===== src/hw/rtl/rqms_pkg.sv =====
// ----------------------------------------------------------------------------
// rqms_pkg : shared types and constants of the ready queue
// Queue depth, index widths, payload structs, action and status codes, and
// the logical-to-physical slot mapping of the circular buffer.
// ----------------------------------------------------------------------------
`default_nettype none

package rqms_pkg;

    localparam int DEPTH   = 16;
    localparam int IDX_W   = $clog2(DEPTH);
    localparam int CNT_W   = $clog2(DEPTH + 1);
    localparam int OCC_W   = 5;

    localparam logic [2:0] ACT_PUSH      = 3'd0;
    localparam logic [2:0] ACT_POP       = 3'd1;
    localparam logic [2:0] ACT_REMOVE    = 3'd2;
    localparam logic [2:0] ACT_PICK_TIME = 3'd3;
    localparam logic [2:0] ACT_PICK_PRI  = 3'd4;
    localparam logic [2:0] ACT_CLEAR     = 3'd5;

    localparam logic [1:0] ST_OK        = 2'd0;
    localparam logic [1:0] ST_FULL      = 2'd1;
    localparam logic [1:0] ST_EMPTY     = 2'd2;
    localparam logic [1:0] ST_NOT_FOUND = 2'd3;

    typedef struct packed {
        logic [2:0]  action;
        logic [7:0]  task_id;
        logic [15:0] time_left;
        logic [7:0]  priority_req;
    } rqms_in_t;

    typedef struct packed {
        logic [1:0]       status;
        logic             out_valid;
        logic [7:0]       out_task_id;
        logic [OCC_W-1:0] occupancy;
    } rqms_out_t;

    // One stored queue entry, as kept in the slot memory.
    typedef struct packed {
        logic [7:0]  task_id;
        logic [15:0] slot_time;
        logic [7:0]  slot_priority;
    } rqms_entry_t;

    localparam int ENTRY_W = $bits(rqms_entry_t);

    typedef enum logic [1:0] {
        MODE_ID   = 2'd0,
        MODE_TIME = 2'd1,
        MODE_PRI  = 2'd2
    } rqms_mode_t;

    typedef struct packed {
        logic             clear;
        logic             beat;
        rqms_mode_t       mode;
        logic [7:0]       match_id;
        logic [CNT_W-1:0] pos;
    } rqms_scan_ctl_t;

    typedef struct packed {
        logic             found;
        logic [CNT_W-1:0] pos;
        logic [7:0]       task_id;
    } rqms_scan_res_t;

    // Physical slot of a logical position. Both operands stay below DEPTH,
    // so one conditional subtract does the wrap.
    function automatic logic [IDX_W-1:0] phys(input logic [IDX_W-1:0] head,
                                              input logic [CNT_W-1:0] pos);
        logic [IDX_W:0] sum;
        sum = (IDX_W + 1)'(head) + (IDX_W + 1)'(pos);
        if (sum >= (IDX_W + 1)'(DEPTH))
        begin
            sum = sum - (IDX_W + 1)'(DEPTH);
        end
        return sum[IDX_W-1:0];
    endfunction

endpackage

`default_nettype wire


===== src/hw/rtl/rqms_ram.sv =====
// ----------------------------------------------------------------------------
// rqms_ram : generic single-write, single-read RAM
// One write port and one read port with a registered read.
// ----------------------------------------------------------------------------
`default_nettype none

module rqms_ram #(
    parameter int WIDTH = 32,
    parameter int DEPTH = 16
) (
    input  wire logic                     clk,
    input  wire logic                     we,
    input  wire logic [$clog2(DEPTH)-1:0] waddr,
    input  wire logic [WIDTH-1:0]         wdata,
    input  wire logic                     re,
    input  wire logic [$clog2(DEPTH)-1:0] raddr,
    output logic      [WIDTH-1:0]         rdata
);

    logic [WIDTH-1:0] mem_reg [DEPTH];
    logic [WIDTH-1:0] rdata_reg;

    always_ff @(posedge clk)
    begin
        if (we)
        begin
            mem_reg[waddr] <= wdata;
        end
        if (re)
        begin
            rdata_reg <= mem_reg[raddr];
        end
    end

    assign rdata = rdata_reg;

endmodule

`default_nettype wire


===== src/hw/rtl/rqms_scan.sv =====
// ----------------------------------------------------------------------------
// rqms_scan : selection unit of the ready queue
// Watches the entries read in queue order and keeps the chosen one: the
// oldest entry with a matching id, or the oldest with the smallest key.
// ----------------------------------------------------------------------------
`default_nettype none

module rqms_scan (
    input  wire logic                    clk,
    input  wire logic                    rst_n,
    input  wire rqms_pkg::rqms_scan_ctl_t ctl,
    input  wire rqms_pkg::rqms_entry_t   entry,
    output rqms_pkg::rqms_scan_res_t     res
);

    import rqms_pkg::*;

    logic             found_reg, found_next;
    logic [CNT_W-1:0] pos_reg, pos_next;
    logic [7:0]       id_reg, id_next;
    logic [15:0]      time_reg, time_next;
    logic [7:0]       pri_reg, pri_next;
    logic             take;

    always_comb
    begin
        case (ctl.mode)
            MODE_ID:   take = !found_reg && (entry.task_id == ctl.match_id);
            MODE_TIME: take = !found_reg || (entry.slot_time < time_reg);
            MODE_PRI:  take = !found_reg || (entry.slot_priority < pri_reg);
            default:   take = 1'b0;
        endcase
    end

    always_comb
    begin
        found_next = found_reg;
        pos_next   = pos_reg;
        id_next    = id_reg;
        time_next  = time_reg;
        pri_next   = pri_reg;
        if (ctl.clear)
        begin
            found_next = 1'b0;
        end
        else if (ctl.beat && take)
        begin
            found_next = 1'b1;
            pos_next   = ctl.pos;
            id_next    = entry.task_id;
            time_next  = entry.slot_time;
            pri_next   = entry.slot_priority;
        end
    end

    always_ff @(posedge clk or negedge rst_n)
    begin
        if (!rst_n)
        begin
            found_reg <= 1'b0;
        end
        else
        begin
            found_reg <= found_next;
        end
    end

    always_ff @(posedge clk)
    begin
        pos_reg  <= pos_next;
        id_reg   <= id_next;
        time_reg <= time_next;
        pri_reg  <= pri_next;
    end

    assign res.found   = found_reg;
    assign res.pos     = pos_reg;
    assign res.task_id = id_reg;

endmodule

`default_nettype wire


===== src/hw/rtl/ready_queue_with_min_select_core.sv =====
// ----------------------------------------------------------------------------
// ready_queue_with_min_select_core : ordered task ready queue
// Circular queue of task entries in one slot RAM, with push, pop, remove by
// id, pick of smallest remaining time or priority number, and clear.
// ----------------------------------------------------------------------------
// A command transfer happens at a rising edge with start high and busy low;
// its single result is shown on rsp for exactly one cycle with done high and
// cannot be held off by the receiver. Push, clear and the unused action codes
// answer straight from the idle state; pop passes through S_POP, since the
// head id comes from the registered read of the slot RAM. Remove and both
// picks read every live entry once in queue order (S_SCAN), settle the
// choice in S_SCAN_END and S_DECIDE, then close the gap by moving each
// younger entry one place forward through the single RAM read and write port
// (S_SHIFT, then S_SHIFT_END to drain). busy stays high for the whole of that
// sequence.
`default_nettype none

module ready_queue_with_min_select_core (
    input  wire logic          clk,
    input  wire logic          rst_n,
    input  wire logic          start,
    output logic               busy,
    input  wire rqms_pkg::rqms_in_t cmd,
    output logic               done,
    output rqms_pkg::rqms_out_t rsp
);

    import rqms_pkg::*;

    // Sequencer states: the scan and shift phases each keep one RAM read in
    // flight, so each has a trailing state that consumes the last read.
    typedef enum logic [6:0] {
        S_IDLE      = 7'b0000001,
        S_POP       = 7'b0000010,
        S_SCAN      = 7'b0000100,
        S_SCAN_END  = 7'b0001000,
        S_DECIDE    = 7'b0010000,
        S_SHIFT     = 7'b0100000,
        S_SHIFT_END = 7'b1000000
    } rqms_state_t;

    rqms_state_t      state_reg, state_next;
    logic [IDX_W-1:0] head_reg, head_next;
    logic [CNT_W-1:0] count_reg, count_next;
    logic [CNT_W-1:0] pos_reg, pos_next;
    logic             pend_reg, pend_next;
    logic [CNT_W-1:0] pend_pos_reg, pend_pos_next;
    rqms_mode_t       mode_reg, mode_next;
    logic [7:0]       match_id_reg, match_id_next;
    logic             done_reg, done_next;
    rqms_out_t        rsp_reg, rsp_next;

    logic             ram_we;
    logic [IDX_W-1:0] ram_waddr;
    rqms_entry_t      ram_wdata;
    logic             ram_re;
    logic [IDX_W-1:0] ram_raddr;
    rqms_entry_t      ram_rdata;

    rqms_scan_ctl_t   scan_ctl;
    rqms_scan_res_t   scan_res;

    logic             accept;
    logic [CNT_W-1:0] last_pos;
    logic [CNT_W-1:0] count_dec;

    function automatic rqms_out_t make_rsp(input logic [1:0]       status,
                                           input logic             valid,
                                           input logic [7:0]       id,
                                           input logic [CNT_W-1:0] count);
        rqms_out_t r;
        r.status      = status;
        r.out_valid   = valid;
        r.out_task_id = id;
        r.occupancy   = OCC_W'(count);
        return r;
    endfunction

    assign accept    = start && (state_reg == S_IDLE);
    assign last_pos  = count_reg - CNT_W'(1);
    assign count_dec = count_reg - CNT_W'(1);

    always_comb
    begin
        state_next    = state_reg;
        head_next     = head_reg;
        count_next    = count_reg;
        pos_next      = pos_reg;
        pend_next     = 1'b0;
        pend_pos_next = pos_reg;
        mode_next     = mode_reg;
        match_id_next = match_id_reg;
        done_next     = 1'b0;
        rsp_next      = rsp_reg;

        ram_we    = 1'b0;
        ram_waddr = phys(head_reg, count_reg);
        ram_wdata.task_id       = cmd.task_id;
        ram_wdata.slot_time     = cmd.time_left;
        ram_wdata.slot_priority = cmd.priority_req;
        ram_re    = 1'b0;
        ram_raddr = phys(head_reg, pos_reg);

        scan_ctl.clear    = 1'b0;
        scan_ctl.beat     = 1'b0;
        scan_ctl.mode     = mode_reg;
        scan_ctl.match_id = match_id_reg;
        scan_ctl.pos      = pend_pos_reg;

        case (state_reg)
            S_IDLE:
            begin
                if (accept)
                begin
                    case (cmd.action)
                        ACT_PUSH:
                        begin
                            done_next = 1'b1;
                            if (count_reg == CNT_W'(DEPTH))
                            begin
                                rsp_next = make_rsp(ST_FULL, 1'b0, 8'd0, count_reg);
                            end
                            else
                            begin
                                ram_we     = 1'b1;
                                count_next = count_reg + CNT_W'(1);
                                rsp_next   = make_rsp(ST_OK, 1'b0, 8'd0, count_next);
                            end
                        end
                        ACT_POP:
                        begin
                            if (count_reg == '0)
                            begin
                                done_next = 1'b1;
                                rsp_next  = make_rsp(ST_EMPTY, 1'b0, 8'd0, count_reg);
                            end
                            else
                            begin
                                ram_re     = 1'b1;
                                ram_raddr  = head_reg;
                                state_next = S_POP;
                            end
                        end
                        ACT_REMOVE, ACT_PICK_TIME, ACT_PICK_PRI:
                        begin
                            if (count_reg == '0)
                            begin
                                done_next = 1'b1;
                                rsp_next  = make_rsp(ST_EMPTY, 1'b0, 8'd0, count_reg);
                            end
                            else
                            begin
                                scan_ctl.clear = 1'b1;
                                if (cmd.action == ACT_REMOVE)
                                begin
                                    mode_next = MODE_ID;
                                end
                                else if (cmd.action == ACT_PICK_TIME)
                                begin
                                    mode_next = MODE_TIME;
                                end
                                else
                                begin
                                    mode_next = MODE_PRI;
                                end
                                match_id_next = cmd.task_id;
                                pos_next      = '0;
                                state_next    = S_SCAN;
                            end
                        end
                        ACT_CLEAR:
                        begin
                            head_next  = '0;
                            count_next = '0;
                            done_next  = 1'b1;
                            rsp_next   = make_rsp(ST_OK, 1'b0, 8'd0, '0);
                        end
                        default:
                        begin
                            done_next = 1'b1;
                            rsp_next  = make_rsp(ST_OK, 1'b0, 8'd0, count_reg);
                        end
                    endcase
                end
            end
            S_POP:
            begin
                head_next  = phys(head_reg, CNT_W'(1));
                count_next = count_dec;
                done_next  = 1'b1;
                rsp_next   = make_rsp(ST_OK, 1'b1, ram_rdata.task_id, count_dec);
                state_next = S_IDLE;
            end
            S_SCAN:
            begin
                // Issue the read of one entry; the entry read last cycle is
                // handed to the selection unit.
                ram_re        = 1'b1;
                pend_next     = 1'b1;
                pend_pos_next = pos_reg;
                pos_next      = pos_reg + CNT_W'(1);
                scan_ctl.beat = pend_reg;
                if (pos_reg == last_pos)
                begin
                    state_next = S_SCAN_END;
                end
            end
            S_SCAN_END:
            begin
                scan_ctl.beat = pend_reg;
                state_next    = S_DECIDE;
            end
            S_DECIDE:
            begin
                if (!scan_res.found)
                begin
                    done_next  = 1'b1;
                    rsp_next   = make_rsp(ST_NOT_FOUND, 1'b0, 8'd0, count_reg);
                    state_next = S_IDLE;
                end
                else if (scan_res.pos == last_pos)
                begin
                    // The youngest entry goes: nothing behind it to move.
                    count_next = count_dec;
                    done_next  = 1'b1;
                    rsp_next   = make_rsp(ST_OK, 1'b1, scan_res.task_id, count_dec);
                    state_next = S_IDLE;
                end
                else
                begin
                    pos_next   = scan_res.pos + CNT_W'(1);
                    state_next = S_SHIFT;
                end
            end
            S_SHIFT:
            begin
                // Read position p while writing the entry read last cycle
                // (position p - 1) to position p - 2; the two slots are never
                // the same.
                ram_re        = 1'b1;
                pend_next     = 1'b1;
                pend_pos_next = pos_reg;
                pos_next      = pos_reg + CNT_W'(1);
                ram_we        = pend_reg;
                ram_waddr     = phys(head_reg, pend_pos_reg - CNT_W'(1));
                ram_wdata     = ram_rdata;
                if (pos_reg == last_pos)
                begin
                    state_next = S_SHIFT_END;
                end
            end
            S_SHIFT_END:
            begin
                ram_we     = pend_reg;
                ram_waddr  = phys(head_reg, pend_pos_reg - CNT_W'(1));
                ram_wdata  = ram_rdata;
                count_next = count_dec;
                done_next  = 1'b1;
                rsp_next   = make_rsp(ST_OK, 1'b1, scan_res.task_id, count_dec);
                state_next = S_IDLE;
            end
            default:
            begin
                state_next = S_IDLE;
            end
        endcase
    end

    always_ff @(posedge clk or negedge rst_n)
    begin
        if (!rst_n)
        begin
            state_reg <= S_IDLE;
            head_reg  <= '0;
            count_reg <= '0;
            pend_reg  <= 1'b0;
            done_reg  <= 1'b0;
        end
        else
        begin
            state_reg <= state_next;
            head_reg  <= head_next;
            count_reg <= count_next;
            pend_reg  <= pend_next;
            done_reg  <= done_next;
        end
    end

    always_ff @(posedge clk)
    begin
        pos_reg      <= pos_next;
        pend_pos_reg <= pend_pos_next;
        mode_reg     <= mode_next;
        match_id_reg <= match_id_next;
        rsp_reg      <= rsp_next;
    end

    rqms_ram #(
        .WIDTH (ENTRY_W),
        .DEPTH (DEPTH)
    ) u_slot_ram (
        .clk   (clk),
        .we    (ram_we),
        .waddr (ram_waddr),
        .wdata (ram_wdata),
        .re    (ram_re),
        .raddr (ram_raddr),
        .rdata (ram_rdata)
    );

    rqms_scan u_scan (
        .clk   (clk),
        .rst_n (rst_n),
        .ctl   (scan_ctl),
        .entry (ram_rdata),
        .res   (scan_res)
    );

    assign busy = (state_reg != S_IDLE);
    assign done = done_reg;
    assign rsp  = rsp_reg;

endmodule

`default_nettype wire


===== config.mk =====
export PLATFORM = sky130hd
export DESIGN_NAME = ready_queue_with_min_select_core
export DESIGN_NICKNAME = d
export VERILOG_FILES = /design/src/hw/rtl/rqms_pkg.sv /design/src/hw/rtl/rqms_ram.sv /design/src/hw/rtl/rqms_scan.sv /design/src/hw/rtl/ready_queue_with_min_select_core.sv
export SDC_FILE = /design/constraint.sdc
export NUM_CORES = 1
export LEC_CHECK = 0
export BUFFER_PORTS_ARGS = -buffer_cell sky130_fd_sc_hd__buf_2
export CAP_MARGIN = 20
export CORE_AREA = 5 5 364 223
export CTS_CLUSTER_SIZE = 10
export DETAILED_ROUTE_END_ITERATION = 16
export DIE_AREA = 0 0 369 228
export PLACE_DENSITY_LB_ADDON = 0.3
export SYNTH_ARGS = -nofsm -noshare
export SYNTH_HDL_FRONTEND = slang
export SYNTH_SLANG_ARGS = --single-unit

===== constraint.sdc =====
create_clock -name clk -period 6.55 [get_ports clk]
set_input_delay 0.3275 -clock clk [delete_from_list [all_inputs] [get_ports clk]]
set_output_delay 0.3275 -clock clk [all_outputs]
set_load 0.02 [all_outputs]

==> metrics.md, run 1 <==
| Metric | Value |
|---|---|
| Syn avg cell area | ~14 µm² |
| Rows | 79 |
| Core area | approximately 77000 µm² |
| Async S/R FF share, synth | ~3.0% |
| WP data arrival | 4.74 ns |
| TritonCTS Buffers | between 70 and 80 |
| Pint | between 8 and 9 mW |
| Seq/Total Area, Yosys | a little over two thirds |
| Area Growth Syn to Fin | 13.61% |
| Post-Synthesis Cells | between 1.5k and 2k |
| Clock Sinks | ~640 |
| Post-route ant nets | 0 |
| Least-Margin Pin Slew | between 1 and 1.5 ns |
| Distinct cells, synth | 68 |
| Most frequent cells in the layout | edfxtp_1, nand2_1, mux2i_1 |
| Sw Share | 37.70% |
| CTS Root Buffer Type | clkbuf_16 |
| Number of flip-flops in the largest register | 512 |
| Synth top area cells | edfxtp_1, mux2i_1, nand2_1 |
| Die Y | approximately 230 µm |
| Mapped Nets | 1933 |
| GRT Overall Usage | between 15 and 20% |
| TritonRoute pass-1 iters | 5 |
| Drt drc | 0 |
| Worst slew margin | about 23% |
| Final Net Count | about 2.0k |
| YS warnings | 0 |
| Placer Congestion | ~0.87 |
| Max Buffers Root-to-Sink | 3 |
| Vias | roughly 15k |
| Pin count of the biggest net entering global routing | 110 |
| Final core area utilization | ~40% |
| Main flop type after synthesis | edfxtp_1 |
| FILL cells | 7066 |
| RSZ-0062 raised after global routing | false |
| Final wirelength | about 66000 µm |
| Routed len/inst | 22.15 µm |
| Lkg Pwr | ~11 nW |
| Starting Density | a little over a third |
| Crit end category | flop |
| Clk_lat worst skew | ~0.62 ns |
| Status | finished clean |
| Clock network power share | 25.5% |
| Mapped Area | ~27000 µm² |
| Hold Vio Cnt, Final | 0 |
| CP max FO | between 50 and 60 |
| Reg clk slew, reported paths | roughly 0.060 ns |
| Vias per cell | 5.167 |
| Post-CTS Setup Bufs | 0 |
| Die ar. | about 84000 µm² |
| Max IR drop VDD | 0.5949 mV |
| Kind of critical path | flop to flop |
| Detailed Place HPWL | between 30000 and 40000 µm |
| Crit share post-route | between 60 and 70% |
| Commonest non-fill, non-tap cell in the layout | edfxtp_1 |
| Clk_skew | 0.02863 ns |
| PD cells | roughly 470 nW/µm² |
| Flop pwr share | about a third |
| Synth area leader | edfxtp_1 |
| Inserted Diodes | 0 |
| Buffers on Ports | 55 |
| Top cell type's share of synthesized area | between 60% and 70% |
| Grt ovf | 0 |
| Overall Power | between 10 and 15 mW |
| Final TNS setup | 0 ns |
| Hold Path Class | input pin to flop |
| Starting DRT DRC Count | 1708 |
| Final min period | 4.322 ns |
| CP Launch Type | flop |
| Number of synthesized register bits | around 640 |
| Max Cap Violations | 0 |
| Finish-stage setup viols | 0 |
| Layout cells sized above 1 | 14.04% |
| Chip width | approximately 370 µm |
| Max frequency | between 0.2 and 0.25 GHz |
| CTS tree | yes |
| Gate power share | between 40% and 50% |
| Vias in the first global route | between 10k and 15k |
| Max-slew violations | 0 |
| Worst Path Required | 6.97 ns |
| Initial antenna violation count | 2 |
| H-tree depth | 3 |
| Ports | 56 |
| NetSw | approximately 5.4 mW |
| Number of synthesized flops with an enable pin | roughly 600 |
| First-pass GRT wire length | slightly below 100000 µm |
## per-stage QoR
| step | instances | setup WS (ns) | cell area, µm² | hold WS, ns |
|---|---|---|---|---|
| finish | 2970 | 2.228 | 30520 | 0.08799 |
| global route | 2970 | 1.998 | 30520 | 0.06810 |
| CTS | 2969 | 2.268 | 30520 | 0.03637 |
| detailed placement | 2854 | 2.310 | 28350 | 0.3190 |
| global placement | 2854 | 2.439 | 28350 | 0.3274 |
| floorplan | 1853 | 2.655 | 26870 | 0.03191 |
## worst paths after layout
| check | slack, ns | to | cells after the start | start |
|---|---|---|---|---|
| max in group asynchronous | 5.96 | state_reg[0] | 2 | rst_n |
| worst max register to register | 2.23 | u_slot_ram.rdata[5] | 10 | count_reg[0] |
| min in group asynchronous | 0.23 | state_reg[4] | 2 | rst_n |
| worst min-delay path | 0.09 | state_reg[0] | 4 | start |
| worst max-delay path | 2.23 | u_slot_ram.rdata[5] | 10 | count_reg[0] |
| worst min register to register | 0.41 | u_scan.pos_reg[4] | 0 | pend_pos_reg[4] |
## power by group through the flow
| stage | sequential (mW) | clock [mW] | combinational [mW] |
|---|---|---|---|
| after floorplan | 5.00 | 0 | 4.39 |
| after global routing | 5.00 | 3.93 | 6.30 |
| after detailed placement | 5.06 | 0 | 5.77 |
| after global placement | 5.06 | 0 | 5.70 |
| final | 4.99 | 3.67 | 5.77 |
| after CTS | 4.98 | 3.75 | 5.79 |
## routing by layer
layer  track usage [%]  share of wire, %
met1             23.96                50
met2             21.96                42
met3             3.451               6.4
met4             3.167               1.6
met5                 0             0.033
## cell usage after synthesis (all sizes together) (4+ instances only)
cell type and count:
a211oi 4, a21o 11, a21oi 24, a221oi 36
a22o 9, and3 5, buf 60, clkbuf 37
dfrtp 18, dfxtp 5, edfxtp 612, ha 39
inv 51, mux2 35, mux2i 194, nand2 353
nand2b 7, nand3 84, nand4 7, nor2 40
nor2b 8, nor3 6, nor3b 4, o211ai 5
o21ai 77, o22a 4, o22ai 38, xnor2 23
xor2 16
## kinds of logic after synthesis
logic type,after synthesis,share of synthesized area (%)
adders and majority gates,42,2.040
AOI/OAI and AO/OA,222,6.115
DFF,636,70.55
buffers and inverters,148,2.594
xor gates and xnor gates,39,1.271
and+or+nand+nor,537,8.737
muxes,229,8.695
## final cells by class
| type | count | area (µm²) | share of cell area (%) |
|---|---|---|---|
| repair buffers | 96 | 630.6 | 2.066 |
| inverters | 51 | 191.4 | 0.6272 |
| flip-flops and latches | 636 | 18950 | 62.10 |
| clock buffers | 99 | 1998 | 6.546 |
| well taps | 1012 | 1266 | 4.148 |
| clock inverters | 7 | 76.32 | 0.2500 |
| multi-input cells | 1069 | 7407 | 24.27 |
## critical path: stages, from the launching register on
cell,delay (ns)
dfrtp_1,0.49
inv_1,0.15
ha_1,0.31
or4b_4,0.51
nand4_2,0.32
nor2_1,0.12
a21oi_4,0.12
buf_4,0.55
or2_2,1.01
o22ai_1,0.27
a221oi_2,0.25
## repair_timing
action,CTS,global route
endpoints found under the hold margin,27,0
hold buffers,9,0
gates resized for setup,0,0
(Power assumes the default switching activity.)
==> run 2, diff against run 1 <==
ABC_AREA = 1   (was unset)
CORE_AREA = 5 5 375 229   (was 5 5 364 223)
DIE_AREA = 0 0 380 234   (was 0 0 369 228)
clock period = 4.29 ns   (was 6.55 ns; I/O delays follow)
==> metrics.md, run 2 <==
| Metric | Value |
|---|---|
| Drt drc | 0 (unchanged) |
| Max IR drop VDD | 0.9277 mV (+56%) |
| WP data arrival | 3.75 ns (-0.99 ns) |
| Seq/Total Area, Yosys | 66.59% (-4.0 points) |
| Commonest non-fill, non-tap cell in the layout | nand2_1 |
| Slowest stage delay, CP | 0.47 ns (-0.54 ns) |
| Vias | 19.40k (+26%) |
| Reg2Reg Depth | 12 (+2) |
| R2r setup slk | 0.85 ns (-1.38 ns) |
| NetSw | 10.73 mW (+97%) |
| DP Area | 30170 µm² (+6.4%) |
| YS warnings | 0 (unchanged) |
| Post-route ant nets | 0 (unchanged) |
| Max Buffers Root-to-Sink | 3 (unchanged) |
| Routed len/inst | 20.32 µm (-8.3%) |
| Worst hold slack | 0.07441 ns (-0.01358 ns) |
| CTS tree | yes |
| H-tree depth | 3 (unchanged) |
| Finish-stage setup viols | 0 (unchanged) |
| Ports | 56 (unchanged) |
| Reg clk slew, reported paths | 0.06 ns (about the same) |
| Main combinational cell family by area after synthesis | simple AND/OR/NAND/NOR gates |
| Number of synthesized register bits | 636 (unchanged) |
| Detailed Place HPWL | 45750 µm (+21%) |
| Syn avg cell area | 10.75 µm² (-26%) |
| Final TNS setup | 0 ns (unchanged) |
| Distinct cells, synth | 48 (-29%) |
| Number of flip-flops in the largest register | 512 (unchanged) |
| Final Net Count | 2775 (+38%) |
| Sw Share | 43.58% (+5.9 points) |
| Final wirelength | 77490 µm (+18%) |
| Pre-CTS setup slack | 0.8375 ns (-1.472 ns) |
| Count leader, synth | nand2_1 |
| Commonest cells post-synth | nand2_1, edfxtp_1, nand3_1 |
| Worst slew margin | 32.86% (+10 points) |
| Grt ovf | 0 (unchanged) |
| Worst R2R End | u_slot_ram.mem_reg[1][16] |
| Starting DRT DRC Count | 2072 (+21%) |
| Pin count of the biggest net entering global routing | 173 (+57%) |
| Layout cells sized above 1 | 8.560% (-5.5 points) |
| Clk_skew | 0.02445 ns (-0.004182 ns) |
| Max Cap Violations | 0 (unchanged) |
| Synth area leader | edfxtp_1 |
| Core area | 82490 µm² (+7.0%) |
| Vias per cell | 5.087 (-1.5%) |
| Lkg Pwr | 12.84 nW (+16%) |
| Die ar. | 88920 µm² (+5.7%) |
| Number of synthesized flops with an enable pin | 612 (unchanged) |
| Top cell type's share of synthesized area | 64.56% (-3.8 points) |
| Clk_lat worst skew | 0.63 ns (about the same) |
| Die Y | 234 µm (+2.6%) |
| R2r startpoint | head_reg[1] |
| Buffers on Ports | 55 (unchanged) |
| CTS Root Buffer Type | clkbuf_16 |
| Initial antenna violation count | 1 (-1) |
| Post-Synth Adder-Cell Area | 1.925% (-0.11 points) |
| Post-Synthesis Cells | 2648 (+43%) |
| Status | finished clean |
| Synth Area in Compound Gates | 1.886% (-4.2 points) |
| Chip width | 380 µm (+3.0%) |
| Hold Path Class | input pin to async pin |
| Setup WS post-layout | 0.8504 ns (-1.378 ns) |
| Pint | 13.90 mW (+55%) |
| Most frequent cells in the layout | nand2_1, edfxtp_1, nand3_1 |
| Rows | 82 (+3.8%) |
| Main flop type after synthesis | edfxtp_1 |
| Slowest stage cell, crit path | nor2_4 |
| First-pass GRT wire length | 117400 µm (+20%) |
| CP Launch Type | flop |
| Simple-gate area share of the yosys netlist | 22.22% (+13 points) |
| Area Growth Syn to Fin | 13.57% (about the same) |
| Post_cts resized | 0 (unchanged) |
| TritonRoute pass-1 iters | 6 (+1) |
| Multiplexer share of the synthesized area | 0% (-8.7 points) |
| Gate power share | 46.2% (+6.2 points) |
| Vias in the first global route | 18.62k (+24%) |
| Post-route cell area | 32330 µm² (+5.9%) |
| Hold Vio Cnt, Final | 0 (unchanged) |
| Clock network power share | 22.6% (-2.9 points) |
| Flop pwr share | 31.3% (-3.3 points) |
| Placer Congestion | 0.8579 (-1.5%) |
| Starting Density | 34.51% (-0.34 points) |
| Crit end category | flop |
| Least-Margin Pin Slew | 1.007 ns (-0.1537 ns) |
| Crit share post-route | 80.18% (+14 points) |
| PD cells | 761.9 nW/µm² (+61%) |
| TritonCTS Buffers | 73 (-1.4%) |
| RSZ-0062 raised after global routing | false |
| Crit path cell chain | inv_1 -> ha_1 -> inv_1 -> ha_1 -> fa_1 -> xnor2_1 -> xor2_1 -> nand2_1 -> o21ai_1 -> nand2_1 -> nor2_4 -> buf_12 |
| Synth top area cells | edfxtp_1, nand2_1, nand3_1 |
| XOR/XNOR Fraction of Synth Area | 0.7341% (-0.54 points) |
| Clock Sinks | 636 (unchanged) |
| CP max FO | 22 (-63%) |
| Async S/R FF share, synth | 2.987% (unchanged) |
| Kind of critical path | flop to flop |
| Max frequency | 0.2907 GHz (+26%) |
| FILL cells | 7904 (+12%) |
| Final min period | 3.440 ns (-0.8823 ns) |
| Mapped Area | 28460 µm² (+5.9%) |
| Worst Path Required | 4.60 ns (-2.37 ns) |
| Mapped Nets | 2728 (+41%) |
| Max-slew violations | 0 (unchanged) |
| Inserted Diodes | 0 (unchanged) |
| GRT Overall Usage | 17.19% (+1.8 points) |
run 2: area by class of cell:
cell class	instances	area [µm²]	area share, %
sequential	636	18950	58.63
multi-input combinational	1567	7800	24.13
clock buffer	96	1944	6.015
tap	1092	1366	4.226
inverter	300	1126	3.483
timing repair buffer	117	1061	3.282
clock inverter	6	75.07	0.2322
run 2: timing repair:
action                                  CTS  global route
endpoints found under the setup margin    0             0
setup buffers                             0             0
hold buffers                             13             0
hold endpoints to repair                 29             0
run 2: worst max-delay path, delay by kind of cell, from the launching register on:
kind	cells	cell delay (ns)
AO/OA/AOI/OAI	1	0.13
XOR/XNOR	2	0.36
flip-flops	1	0.42
adder cells (fa/ha/maj)	3	0.89
AND/OR/NAND/NOR	3	0.82
buffers and inverters	3	0.47
run 2: logic make-up (layout without fill, tap and decap cells):
group / after synthesis / count (layout)
flip-flops: 636 / 636
adder cells (fa/ha/maj): 42 / 42
XOR/XNOR: 23 / 23
AO/OA/AOI/OAI: 92 / 92
buffers and inverters: 445 / 519
AND/OR/NAND/NOR: 1410 / 1410
run 2: how the worst max path moves through the flow:
| stage | endpoint | slack [ns] | depth (start not counted) | startpoint |
|---|---|---|---|---|
| after floorplan | u_slot_ram.mem_reg[2][0] | 0.45 | 11 | head_reg[1] |
| after global placement | u_slot_ram.mem_reg[1][17] | 0.73 | 12 | head_reg[1] |
| after detailed placement | u_slot_ram.mem_reg[1][20] | 0.84 | 12 | head_reg[1] |
| after CTS | u_slot_ram.mem_reg[1][22] | 0.83 | 12 | head_reg[1] |
| after global routing | u_slot_ram.mem_reg[7][18] | 0.60 | 12 | head_reg[1] |
| final | u_slot_ram.mem_reg[1][16] | 0.85 | 12 | head_reg[1] |
run 2: power groups by stage:
stage | clock, mW | sequential (mW) | combinational [mW]
2_1_floorplan | 0 | 7.77 | 7.96
3_5_place_dp | 0 | 7.83 | 11.3
4_1_cts | 5.67 | 7.70 | 11.3
5_1_grt | 5.94 | 7.73 | 12.6
3_3_place_gp | 0 | 7.81 | 11.2
6_report | 5.56 | 7.70 | 11.4
run 2: layer usage:
metal / up-vias / track usage (%) / part of all wire, %
met5: - / 0 / 0
met4: 0 / 3.863 / 1.6
met3: 88 / 3.463 / 8.0
met2: 733 / 24.89 / 42
met1: 9507 / 26.54 / 48
li1: 9075 / - / -
run 2: stage by stage:
stage          std cells  total power [mW]  util (%)
6_report            3814             24.63     39.19
5_1_grt             3814             26.26     39.19
4_1_cts             3813             24.70     39.18
3_3_place_gp        3698             19.02     36.57
2_1_floorplan       2648             15.73         -
3_5_place_dp        3698             19.10     36.57
